`config.mk`:
```
export PLATFORM = sky130hd
export DESIGN_NAME = sql_dump_values_tokenizer_top
export DESIGN_NICKNAME = d
export VERILOG_FILES = /design/src/hw/rtl/sdvt_pkg.sv /design/src/hw/rtl/sdvt_front.sv /design/src/hw/rtl/sdvt_cmdq.sv /design/src/hw/rtl/sdvt_back.sv /design/src/hw/rtl/sql_dump_values_tokenizer_top.sv
export SDC_FILE = /design/constraint.sdc
export NUM_CORES = 1
export LEC_CHECK = 0
export BUFFER_PORTS_ARGS = -buffer_cell sky130_fd_sc_hd__buf_2
export CORE_MARGIN = 2
export CORE_UTILIZATION = 45
export CTS_CLUSTER_SIZE = 10
export DETAILED_ROUTE_END_ITERATION = 6
export PLACE_DENSITY = 0.59
export SYNTH_ARGS = -nofsm -noshare
export SYNTH_HDL_FRONTEND = slang
export SYNTH_HIERARCHICAL = 1
export SYNTH_SLANG_ARGS = --single-unit
```
`constraint.sdc`:
```
create_clock -name i_clk -period 12.49 [get_ports i_clk]
set_clock_uncertainty 0.15 [all_clocks]
set_input_delay 2.498 -clock i_clk [delete_from_list [all_inputs] [get_ports i_clk]]
set_output_delay 2.498 -clock i_clk [all_outputs]
set_load 0.01 [all_outputs]
```
`src/hw/rtl/sdvt_pkg.sv`:
```
// Shared types and constants for the SQL dump values tokenizer.
package sdvt_pkg;

    typedef enum logic [2:0] {
        PH_START,
        PH_TEXT,
        PH_ESC,
        PH_AFTER,
        PH_LEAD,
        PH_SIGNED,
        PH_BODY,
        PH_SKIP
    } t_phase;

    typedef enum logic [3:0] {
        OP_NONE,
        OP_TXT,
        OP_TXT_END,
        OP_REC_END,
        OP_ERR_UNEXP,
        OP_SIGN,
        OP_ICHAR,
        OP_IEND,
        OP_IEND_REC
    } t_op;

    typedef struct packed {
        t_op        op;
        logic [7:0] data;
    } t_cmd;

    typedef enum logic [2:0] {
        KIND_TEXT     = 3'd0,
        KIND_TEXT_END = 3'd1,
        KIND_INT      = 3'd2,
        KIND_REC_END  = 3'd3,
        KIND_ERR      = 3'd4
    } t_kind;

    typedef enum logic [1:0] {
        ERR_NO_DIGITS  = 2'd0,
        ERR_OVERFLOW   = 2'd1,
        ERR_UNEXPECTED = 2'd2
    } t_err;

    typedef struct packed {
        t_kind              kind;
        logic [7:0]         text_byte;
        logic signed [63:0] value;
        t_err               err;
        logic               last;
    } t_result;

    // depth must be a power of two (pointers wrap)
    localparam int CMDQ_DEPTH = 4;
    localparam int CMDQ_AW    = $clog2(CMDQ_DEPTH);

    localparam logic [7:0] CH_QUOTE  = 8'h27;
    localparam logic [7:0] CH_BSLASH = 8'h5C;
    localparam logic [7:0] CH_COMMA  = 8'h2C;
    localparam logic [7:0] CH_LPAREN = 8'h28;
    localparam logic [7:0] CH_RPAREN = 8'h29;
    localparam logic [7:0] CH_PLUS   = 8'h2B;
    localparam logic [7:0] CH_MINUS  = 8'h2D;
    localparam logic [7:0] CH_SPACE  = 8'h20;
    localparam logic [7:0] CH_ZERO   = 8'h30;
    localparam logic [7:0] CH_NINE   = 8'h39;
    localparam logic [7:0] CH_TAB    = 8'h09;
    localparam logic [7:0] CH_CR     = 8'h0D;
    localparam logic [7:0] CH_LOW_B  = 8'h62;
    localparam logic [7:0] CH_LOW_N  = 8'h6E;
    localparam logic [7:0] CH_LOW_R  = 8'h72;
    localparam logic [7:0] CH_LOW_T  = 8'h74;
    localparam logic [7:0] CH_UP_Z   = 8'h5A;

    localparam logic [7:0] CODE_NUL = 8'd0;
    localparam logic [7:0] CODE_BS  = 8'd8;
    localparam logic [7:0] CODE_TAB = 8'd9;
    localparam logic [7:0] CODE_LF  = 8'd10;
    localparam logic [7:0] CODE_CR  = 8'd13;
    localparam logic [7:0] CODE_SUB = 8'd26;

    localparam logic [67:0] LIMIT_POS = 68'h0_7FFF_FFFF_FFFF_FFFF;
    localparam logic [67:0] LIMIT_NEG = 68'h0_8000_0000_0000_0000;

endpackage

```
`src/hw/rtl/sdvt_front.sv`:
```
// Front end: byte classifier and field phase state machine.
module sdvt_front import sdvt_pkg::*; (
    input  logic       i_clk,
    input  logic       i_rst_n,
    input  logic       i_valid,
    input  logic [7:0] i_byte,
    output t_cmd       o_cmd
);

    t_phase r_phase, n_phase;

    logic is_quote, is_bslash, is_comma, is_lparen, is_rparen, is_sign, is_space;

    function automatic logic [7:0] unescape(input logic [7:0] c);
        unique case (c)
            CH_ZERO:  unescape = CODE_NUL;
            CH_LOW_B: unescape = CODE_BS;
            CH_LOW_N: unescape = CODE_LF;
            CH_LOW_R: unescape = CODE_CR;
            CH_LOW_T: unescape = CODE_TAB;
            CH_UP_Z:  unescape = CODE_SUB;
            default:  unescape = c;
        endcase
    endfunction

    assign is_quote  = (i_byte == CH_QUOTE);
    assign is_bslash = (i_byte == CH_BSLASH);
    assign is_comma  = (i_byte == CH_COMMA);
    assign is_lparen = (i_byte == CH_LPAREN);
    assign is_rparen = (i_byte == CH_RPAREN);
    assign is_sign   = (i_byte == CH_PLUS) || (i_byte == CH_MINUS);
    assign is_space  = (i_byte == CH_SPACE) || ((i_byte >= CH_TAB) && (i_byte <= CH_CR));

    always_comb begin
        n_phase = r_phase;
        unique case (r_phase)
            PH_START, PH_LEAD: begin
                if (r_phase == PH_START && is_quote) begin
                    n_phase = PH_TEXT;
                end else if (is_comma) begin
                    n_phase = PH_START;
                end else if (is_rparen) begin
                    n_phase = PH_SKIP;
                end else if (is_space) begin
                    n_phase = PH_LEAD;
                end else if (is_sign) begin
                    n_phase = PH_SIGNED;
                end else begin
                    n_phase = PH_BODY;
                end
            end
            PH_SIGNED, PH_BODY: begin
                if (is_comma) begin
                    n_phase = PH_START;
                end else if (is_rparen) begin
                    n_phase = PH_SKIP;
                end else begin
                    n_phase = PH_BODY;
                end
            end
            PH_TEXT: begin
                if (is_bslash) begin
                    n_phase = PH_ESC;
                end else if (is_quote) begin
                    n_phase = PH_AFTER;
                end
            end
            PH_ESC: n_phase = PH_TEXT;
            PH_AFTER: begin
                if (is_comma) begin
                    n_phase = PH_START;
                end else if (is_rparen) begin
                    n_phase = PH_SKIP;
                end
            end
            PH_SKIP: begin
                if (is_lparen) begin
                    n_phase = PH_START;
                end
            end
            default: n_phase = PH_START;
        endcase
    end

    always_comb begin
        o_cmd.op   = OP_NONE;
        o_cmd.data = i_byte;
        unique case (r_phase)
            PH_START, PH_LEAD: begin
                if (r_phase == PH_START && is_quote) begin
                    o_cmd.op = OP_NONE;
                end else if (is_comma) begin
                    o_cmd.op = OP_IEND;
                end else if (is_rparen) begin
                    o_cmd.op = OP_IEND_REC;
                end else if (is_space) begin
                    o_cmd.op = OP_NONE;
                end else if (is_sign) begin
                    o_cmd.op = OP_SIGN;
                end else begin
                    o_cmd.op = OP_ICHAR;
                end
            end
            PH_SIGNED, PH_BODY: begin
                if (is_comma) begin
                    o_cmd.op = OP_IEND;
                end else if (is_rparen) begin
                    o_cmd.op = OP_IEND_REC;
                end else begin
                    o_cmd.op = OP_ICHAR;
                end
            end
            PH_TEXT: begin
                if (is_quote) begin
                    o_cmd.op = OP_TXT_END;
                end else if (!is_bslash) begin
                    o_cmd.op = OP_TXT;
                end
            end
            PH_ESC: begin
                o_cmd.op   = OP_TXT;
                o_cmd.data = unescape(i_byte);
            end
            PH_AFTER: begin
                if (is_rparen) begin
                    o_cmd.op = OP_REC_END;
                end else if (!is_comma) begin
                    o_cmd.op = OP_ERR_UNEXP;
                end
            end
            PH_SKIP: o_cmd.op = OP_NONE;
            default: o_cmd.op = OP_NONE;
        endcase
    end

    always_ff @(posedge i_clk) begin
        if (!i_rst_n) begin
            r_phase <= PH_START;
        end else if (i_valid) begin
            r_phase <= n_phase;
        end
    end

endmodule

```
`src/hw/rtl/sdvt_cmdq.sv`:
```
// Command queue between front end and back end.
module sdvt_cmdq import sdvt_pkg::*; (
    input  logic i_clk,
    input  logic i_rst_n,
    input  logic i_push,
    input  t_cmd i_cmd,
    output logic o_full,
    input  logic i_pop,
    output logic o_valid,
    output t_cmd o_cmd
);

    t_cmd                 r_mem [CMDQ_DEPTH];
    logic [CMDQ_AW-1:0]   r_wr, r_rd;
    logic [CMDQ_AW:0]     r_count, n_count;

    assign o_full  = (r_count == (CMDQ_AW+1)'(CMDQ_DEPTH));
    assign o_valid = (r_count != '0);
    assign o_cmd   = r_mem[r_rd];

    always_comb begin
        n_count = r_count;
        if (i_push && !i_pop) begin
            n_count = r_count + 1'b1;
        end else if (!i_push && i_pop) begin
            n_count = r_count - 1'b1;
        end
    end

    always_ff @(posedge i_clk) begin
        if (i_push) begin
            r_mem[r_wr] <= i_cmd;
        end
    end

    always_ff @(posedge i_clk) begin
        if (!i_rst_n) begin
            r_wr    <= '0;
            r_rd    <= '0;
            r_count <= '0;
        end else begin
            if (i_push) begin
                r_wr <= r_wr + 1'b1;
            end
            if (i_pop) begin
                r_rd <= r_rd + 1'b1;
            end
            r_count <= n_count;
        end
    end

endmodule

```
`src/hw/rtl/sdvt_back.sv`:
```
// Back end: integer accumulator, result builder and two-entry result buffer.
module sdvt_back import sdvt_pkg::*; (
    input  logic    i_clk,
    input  logic    i_rst_n,
    input  logic    i_cmd_valid,
    input  t_cmd    i_cmd,
    output logic    o_cmd_pop,
    input  logic    i_res_pop,
    output logic    o_res_empty,
    output t_result o_res
);

    logic         r_neg, n_neg;
    logic [63:0]  r_mag, n_mag;
    logic         r_seen, n_seen;
    logic         r_closed, n_closed;
    logic         r_ovf, n_ovf;
    logic         r_rec_pend, n_rec_pend;

    t_result      r_oq [2];
    logic         r_owr, r_ord;
    logic [1:0]   r_ocnt;

    logic         room, needs_out, go, res_wr, is_digit;
    logic [67:0]  prod, limit;
    t_result      res, int_res;

    assign room      = (r_ocnt != 2'd2) || i_res_pop;
    assign needs_out = !(i_cmd.op == OP_SIGN || i_cmd.op == OP_ICHAR);
    assign go        = i_cmd_valid && (!needs_out || room);
    assign is_digit  = (i_cmd.data >= CH_ZERO) && (i_cmd.data <= CH_NINE);

    // mag * 10 + digit, compared against the signed range limit
    assign prod  = ({4'b0, r_mag} << 3) + ({4'b0, r_mag} << 1) + {64'b0, i_cmd.data[3:0]};
    assign limit = r_neg ? LIMIT_NEG : LIMIT_POS;

    always_comb begin
        int_res = '0;
        if (!r_seen) begin
            int_res.kind = KIND_ERR;
            int_res.err  = ERR_NO_DIGITS;
        end else if (r_ovf) begin
            int_res.kind = KIND_ERR;
            int_res.err  = ERR_OVERFLOW;
        end else begin
            int_res.kind  = KIND_INT;
            int_res.value = r_neg ? -$signed(r_mag) : $signed(r_mag);
        end
    end

    always_comb begin
        n_neg      = r_neg;
        n_mag      = r_mag;
        n_seen     = r_seen;
        n_closed   = r_closed;
        n_ovf      = r_ovf;
        n_rec_pend = r_rec_pend;
        res        = '0;
        res.last   = 1'b1;
        res_wr     = 1'b0;
        o_cmd_pop  = 1'b0;
        if (go) begin
            o_cmd_pop = 1'b1;
            case (i_cmd.op)
                OP_TXT: begin
                    res.kind      = KIND_TEXT;
                    res.text_byte = i_cmd.data;
                    res_wr        = 1'b1;
                end
                OP_TXT_END: begin
                    res.kind = KIND_TEXT_END;
                    res_wr   = 1'b1;
                end
                OP_REC_END: begin
                    res.kind = KIND_REC_END;
                    res_wr   = 1'b1;
                end
                OP_ERR_UNEXP: begin
                    res.kind = KIND_ERR;
                    res.err  = ERR_UNEXPECTED;
                    res_wr   = 1'b1;
                end
                OP_SIGN: begin
                    n_neg = (i_cmd.data == CH_MINUS);
                end
                OP_ICHAR: begin
                    if (!r_closed && is_digit) begin
                        n_seen = 1'b1;
                        if (!r_ovf) begin
                            if (prod > limit) begin
                                n_ovf = 1'b1;
                            end else begin
                                n_mag = prod[63:0];
                            end
                        end
                    end else begin
                        n_closed = 1'b1;
                    end
                end
                OP_IEND, OP_IEND_REC: begin
                    if (i_cmd.op == OP_IEND_REC && r_rec_pend) begin
                        res.kind   = KIND_REC_END;
                        n_rec_pend = 1'b0;
                    end else begin
                        res        = int_res;
                        res.last   = (i_cmd.op == OP_IEND);
                        n_neg      = 1'b0;
                        n_mag      = '0;
                        n_seen     = 1'b0;
                        n_closed   = 1'b0;
                        n_ovf      = 1'b0;
                        if (i_cmd.op == OP_IEND_REC) begin
                            n_rec_pend = 1'b1;
                            o_cmd_pop  = 1'b0;
                        end
                    end
                    res_wr = 1'b1;
                end
                default: ;
            endcase
        end
    end

    assign o_res_empty = (r_ocnt == 2'd0);
    assign o_res       = r_oq[r_ord];

    always_ff @(posedge i_clk) begin
        if (res_wr) begin
            r_oq[r_owr] <= res;
        end
    end

    always_ff @(posedge i_clk) begin
        if (!i_rst_n) begin
            r_neg      <= 1'b0;
            r_mag      <= '0;
            r_seen     <= 1'b0;
            r_closed   <= 1'b0;
            r_ovf      <= 1'b0;
            r_rec_pend <= 1'b0;
            r_owr      <= 1'b0;
            r_ord      <= 1'b0;
            r_ocnt     <= '0;
        end else begin
            r_neg      <= n_neg;
            r_mag      <= n_mag;
            r_seen     <= n_seen;
            r_closed   <= n_closed;
            r_ovf      <= n_ovf;
            r_rec_pend <= n_rec_pend;
            if (res_wr) begin
                r_owr <= ~r_owr;
            end
            if (i_res_pop) begin
                r_ord <= ~r_ord;
            end
            r_ocnt <= r_ocnt + {1'b0, res_wr} - {1'b0, i_res_pop};
        end
    end

endmodule

```
`src/hw/rtl/sql_dump_values_tokenizer_top.sv`:
```
// A byte's first result goes through the command queue, then the result buffer, to the ports.
// Throughput: one byte per cycle unless full; the back end writes one result per cycle
// when it has room; a ')' after an integer field (two results) holds it for both.
// Input side stalls only when the four-entry command queue fills behind a stalled output.
// Reset: synchronous, active low; clears phase, command queue, result buffer and integer state.
// Top level of the SQL dump values tokenizer.
module sql_dump_values_tokenizer_top import sdvt_pkg::*; (
    input  logic               i_clk,
    input  logic               i_rst_n,
    input  logic               push,
    output logic               full,
    input  logic [7:0]         i_data_byte,
    output logic               empty,
    input  logic               pop,
    output logic [2:0]         o_token_kind,
    output logic [7:0]         o_text_byte,
    output logic signed [63:0] o_int_value,
    output logic [1:0]         o_error_code,
    output logic               o_last_of_run
);

    logic    accept, q_push, q_valid, q_pop, res_pop;
    t_cmd    f_cmd, q_cmd;
    t_result res;

    assign accept  = push && !full;
    assign q_push  = accept && (f_cmd.op != OP_NONE);
    assign res_pop = pop && !empty;

    sdvt_front u_front (
        .i_clk   (i_clk),
        .i_rst_n (i_rst_n),
        .i_valid (accept),
        .i_byte  (i_data_byte),
        .o_cmd   (f_cmd)
    );

    sdvt_cmdq u_cmdq (
        .i_clk   (i_clk),
        .i_rst_n (i_rst_n),
        .i_push  (q_push),
        .i_cmd   (f_cmd),
        .o_full  (full),
        .i_pop   (q_pop),
        .o_valid (q_valid),
        .o_cmd   (q_cmd)
    );

    sdvt_back u_back (
        .i_clk       (i_clk),
        .i_rst_n     (i_rst_n),
        .i_cmd_valid (q_valid),
        .i_cmd       (q_cmd),
        .o_cmd_pop   (q_pop),
        .i_res_pop   (res_pop),
        .o_res_empty (empty),
        .o_res       (res)
    );

    assign o_token_kind  = res.kind;
    assign o_text_byte   = res.text_byte;
    assign o_int_value   = res.value;
    assign o_error_code  = res.err;
    assign o_last_of_run = res.last;

    a_text_only_on_text: assert property (@(posedge i_clk) disable iff (!i_rst_n)
        (!empty && o_token_kind != KIND_TEXT) |-> (o_text_byte == 8'd0))
        else $error("text byte set on a non-text item");

    a_value_only_on_int: assert property (@(posedge i_clk) disable iff (!i_rst_n)
        (!empty && o_token_kind != KIND_INT) |-> (o_int_value == 64'sd0))
        else $error("integer value set on a non-integer item");

    a_err_only_on_err: assert property (@(posedge i_clk) disable iff (!i_rst_n)
        (!empty && o_token_kind != KIND_ERR) |-> (o_error_code == ERR_NO_DIGITS))
        else $error("error code set on a non-error item");

    a_int_before_rec_end: assert property (@(posedge i_clk) disable iff (!i_rst_n)
        (!empty && !o_last_of_run) |->
            (o_token_kind == KIND_INT || o_token_kind == KIND_ERR))
        else $error("only an integer field result may precede a record end");

    a_reset_clears: assert property (@(posedge i_clk)
        (i_rst_n && !$past(i_rst_n)) |-> (empty && !full))
        else $error("queues not empty after reset");

endmodule

```
==> summary.md <==
| Metric | Value |
|---|---|
| Total CTS buffers | 37 |
| Fraction of layout instances using a drive strength above 1 | 14.0% |
| Critical path data arrival time | slightly above 9000 ps |
| Core area | 0.0422 sq mm |
| Slew @ Worst Pin | approximately 1100 ps |
| Gpl congestion | approximately 0.86 |
| Mapped cell area | approximately 0.019 sq mm |
| # IOs | just over 90 |
| WP buf/inv | 1 |
| Hold buffer count at cts | 0 |
| Nets | 2164 |
| Crit path max-delay family | compound AO/OA/AOI/OAI gates |
| TritonRoute pass-1 iters | 5 |
| I/O Buffers | slightly above 90 |
| Sequential cell area fraction in the yosys report | 40.6% |
| Synthesized flop and latch total | 290 |
| CP Data Required Time | around 13000 ps |
| Worst setup path class | reg -> reg |
| Crit-path cells | mux4_2 > fa_1 > ha_1 > a21oi_1 > nand4b_1 > a21oi_1 > o21ai_0 > a2111oi_0 > o21bai_1 > a311o_1 > o21ai_0 > xnor2_1 > ha_1 > nand4_1 > or4_1 > nor2_1 > o311ai_0 > a2bb2oi_1 > nand3_1 > nor4b_2 > o31ai_4 > buf_4 > and2_1 > a22o_1 |
| Primary FF master, synth | edfxtp_1 |
| Relative slew slack | 23.8% |
| Post-CTS sizing | 0 |
| Routed Wire Length | between 40 and 50 mm |
| Fin crit share | 70.3% |
| Clock Latency Late Sink | 550 ps |
| Largest net degree at the start of global routing | 80 |
| Ys async rst share | 0% |
| CTS tree | done |
| Register area | ~0.0079 sq mm |
| Clk sinks | 290 |
| Type of the most critical hold path | reg -> reg |
| Unrepaired setup endpoints after global routing | no |
| Number of setup violations in the final report | 0 |
| DP Cell Count | approximately 2500 |
| Initial core utilization | 45.8% |
| Fin. Hold Viols | 0 |
| Clk pwr share | a little under a third |
| CTS max path bufs | 3 |
| Fillcell total | roughly 3900 |
| Worst IR Drop VDD | roughly 0.13 mV |
| Slowest stage cell, crit path | and2_1 |
| Highest-count cells in the layout ignoring fill and taps | edfxtp_1 (204), ha_1 (199), nand2_1 (153) |
| Yosys Warn Count | 6 |
| Min Tclk post-route | 8780 ps |
| Setup WS post-layout | about 3700 ps |
| Final std cells w/o fill | 2516 |
| Drt wl/cell | 19.0 microns |
| Number of H-tree levels | 2 |
| Min Hold Slack | 336 ps |
| Die height | approximately 210 microns |
| CP Capture Type | flop |
| Area Growth Syn to Fin | 9.98% |
| DRC | 0 |
| Distinct cells, synth | 94 |
| Detail Route Antenna Nets | 0 |
| Vias in the first global route | about 14000 |
| Rows | 75 |
| Max FO, Critical Path | 79 |
| Reg clk slew, reported paths | 60 ps |
| Initial antenna violation count | 0 |
| P per Cell Area | 147 mW/mm^2 |
| Clock root cell | clkbuf_16 |
| Vias | between 10000 and 15000 |
| Max Clock Freq | between 0.1 and 0.15 GHz |
| Sw Share | 31.4% |
| Max Transition Viols Final | 0 |
| Hpwl dp | about 35 mm |
| Mean area per synthesized cell | slightly above 10 sq um |
| Switch Pwr | 981 uW |
| Largest stage delay on the critical path | between 900 and 1000 ps |
| Die Width | ~210 microns |
| Via density | a little under 6 |
| First-pass GRT wire length | ~77 mm |
| Leak Pwr | 0.00880 uW |
| Number of synthesized flops with an enable pin | ~200 |
| Outcome | finished, final reports clean |
| Max Cap Viol | 0 |
| Type of origin of the critical path | flop |
| Commonest non-fill, non-tap cell in the layout | edfxtp_1 |
| TNS Setup | 0 ps |
| Post-Place Setup Slack | 3550 ps |
| Post-CTS repair timing setup buffer count | 0 |
| Syn nets | roughly 2100 |
| Pint | approximately 2100 uW |
| Initial DRC Count | between 800 and 900 |
| Post-Syn Instances | 1903 |
| Antenna cells | 0 |
| Total gr overflow | 0 |
| DIE AREA | 0.0447 sq mm |
| Flop pwr share | around 43% |
| GR Util All Layers | 21.6% |
| Comb pwr share | between 20% and 30% |
| Area of the multi-input gates | around 0.011 sq mm |
==> registers in the layout, summed over array words and instances (netlist names), named ones only <==
name	cells
u_back/r_rec_pend	1
u_back/r_mag	64
u_cmdq/r_mem	48
u_back/r_oq	156
u_back/r_ocnt	2
u_back/r_ord	1
u_cmdq/r_count	3
u_front/r_phase	3
u_cmdq/r_wr	2
u_back/r_ovf	1
u_back/r_owr	1
u_back/r_neg	1
u_back/r_closed	1
u_back/r_seen	1
u_cmdq/r_rd	2
==> layer usage <==
metal  GRT usage (%)  share of wire, %
met1            30.3                49
met2            35.1                45
met3            3.29               4.4
met4            4.95               1.7
met5               0                 0
==> worst min-delay path: cells and delay by family (launching register included) <==
family | cells | cell delay, ps
flops | 1 | 330
simple gates | 1 | 70
compound gates | 1 | 50
==> through the flow <==
stage / instance area (sq um) / power [uW] / utilization, %
floorplan: 19300 / 1920 / -
global placement: 20200 / 2180 / 47.8
detailed placement: 20200 / 2200 / 47.8
CTS: 21300 / 3170 / 50.4
global route: 21300 / 3290 / 50.4
finish: 21300 / 3120 / 50.4
==> area by class of cell <==
cell class	instances	share of cell area [%]
well taps	539	3.17
inverters	40	0.706
flip-flops and latches	290	36.9
clock buffers	55	4.67
clock inverters	11	0.394
multi-input cells	1481	51.7
repair buffers	100	2.46
==> power groups by stage <==
stage	Combinational, uW	Sequential [uW]	Clock (uW)
3_3_place_gp	842	1340	0
3_5_place_dp	852	1350	0
2_1_floorplan	601	1320	0
4_1_cts	855	1330	989
6_report	838	1320	957
5_1_grt	922	1350	1020
==> Yosys cell counts, drive strengths merged (11+ instances only) <==
| master | number | area (sq um) |
|---|---|---|
| edfxtp | 204 | 6130 |
| ha | 199 | 2490 |
| nand2 | 153 | 574 |
| nor2 | 138 | 521 |
| o21ai | 123 | 616 |
| a21oi | 113 | 569 |
| dfxtp | 86 | 1720 |
| xor2 | 86 | 753 |
| mux2 | 79 | 890 |
| clkbuf | 68 | 255 |
| nand3 | 59 | 295 |
| xnor2 | 47 | 412 |
| inv | 40 | 150 |
| nand4 | 37 | 231 |
| nor3 | 37 | 206 |
| a21o | 36 | 270 |
| and2 | 32 | 200 |
| a22o | 26 | 228 |
| o31ai | 25 | 225 |
| buf | 24 | 123 |
| or3 | 23 | 149 |
| a31oi | 18 | 119 |
| nand2b | 18 | 113 |
| nor2b | 16 | 100 |
| o211ai | 16 | 120 |
| o21bai | 14 | 105 |
| o21a | 13 | 97.6 |
| mux4 | 12 | 278 |
| and3 | 11 | 68.8 |
| nor4 | 11 | 68.8 |
==> final timing paths <==
kind / from / endpoint / slack (ps) / cells after the start
setup / recovery: flop / u_back/r_mag[48] / 3710 / 24
setup reg to reg: flop / u_back/r_mag[48] / 3710 / 24
hold / removal: u_back/r_closed / u_back/r_closed / 340 / 2
hold reg to reg: u_back/r_closed / u_back/r_closed / 340 / 2
==> cells by family after synthesis <==
family,after synthesis,synth area share (%)
AND/OR/NAND/NOR,584,15.2
AO/OA/AOI/OAI,464,15.8
flip-flops,290,40.6
adder cells (fa/ha/maj),203,13.2
XOR/XNOR,133,6.02
buffers and inverters,132,2.73
multiplexers,97,6.35
Note: power is estimated with default switching activity, not from simulation.
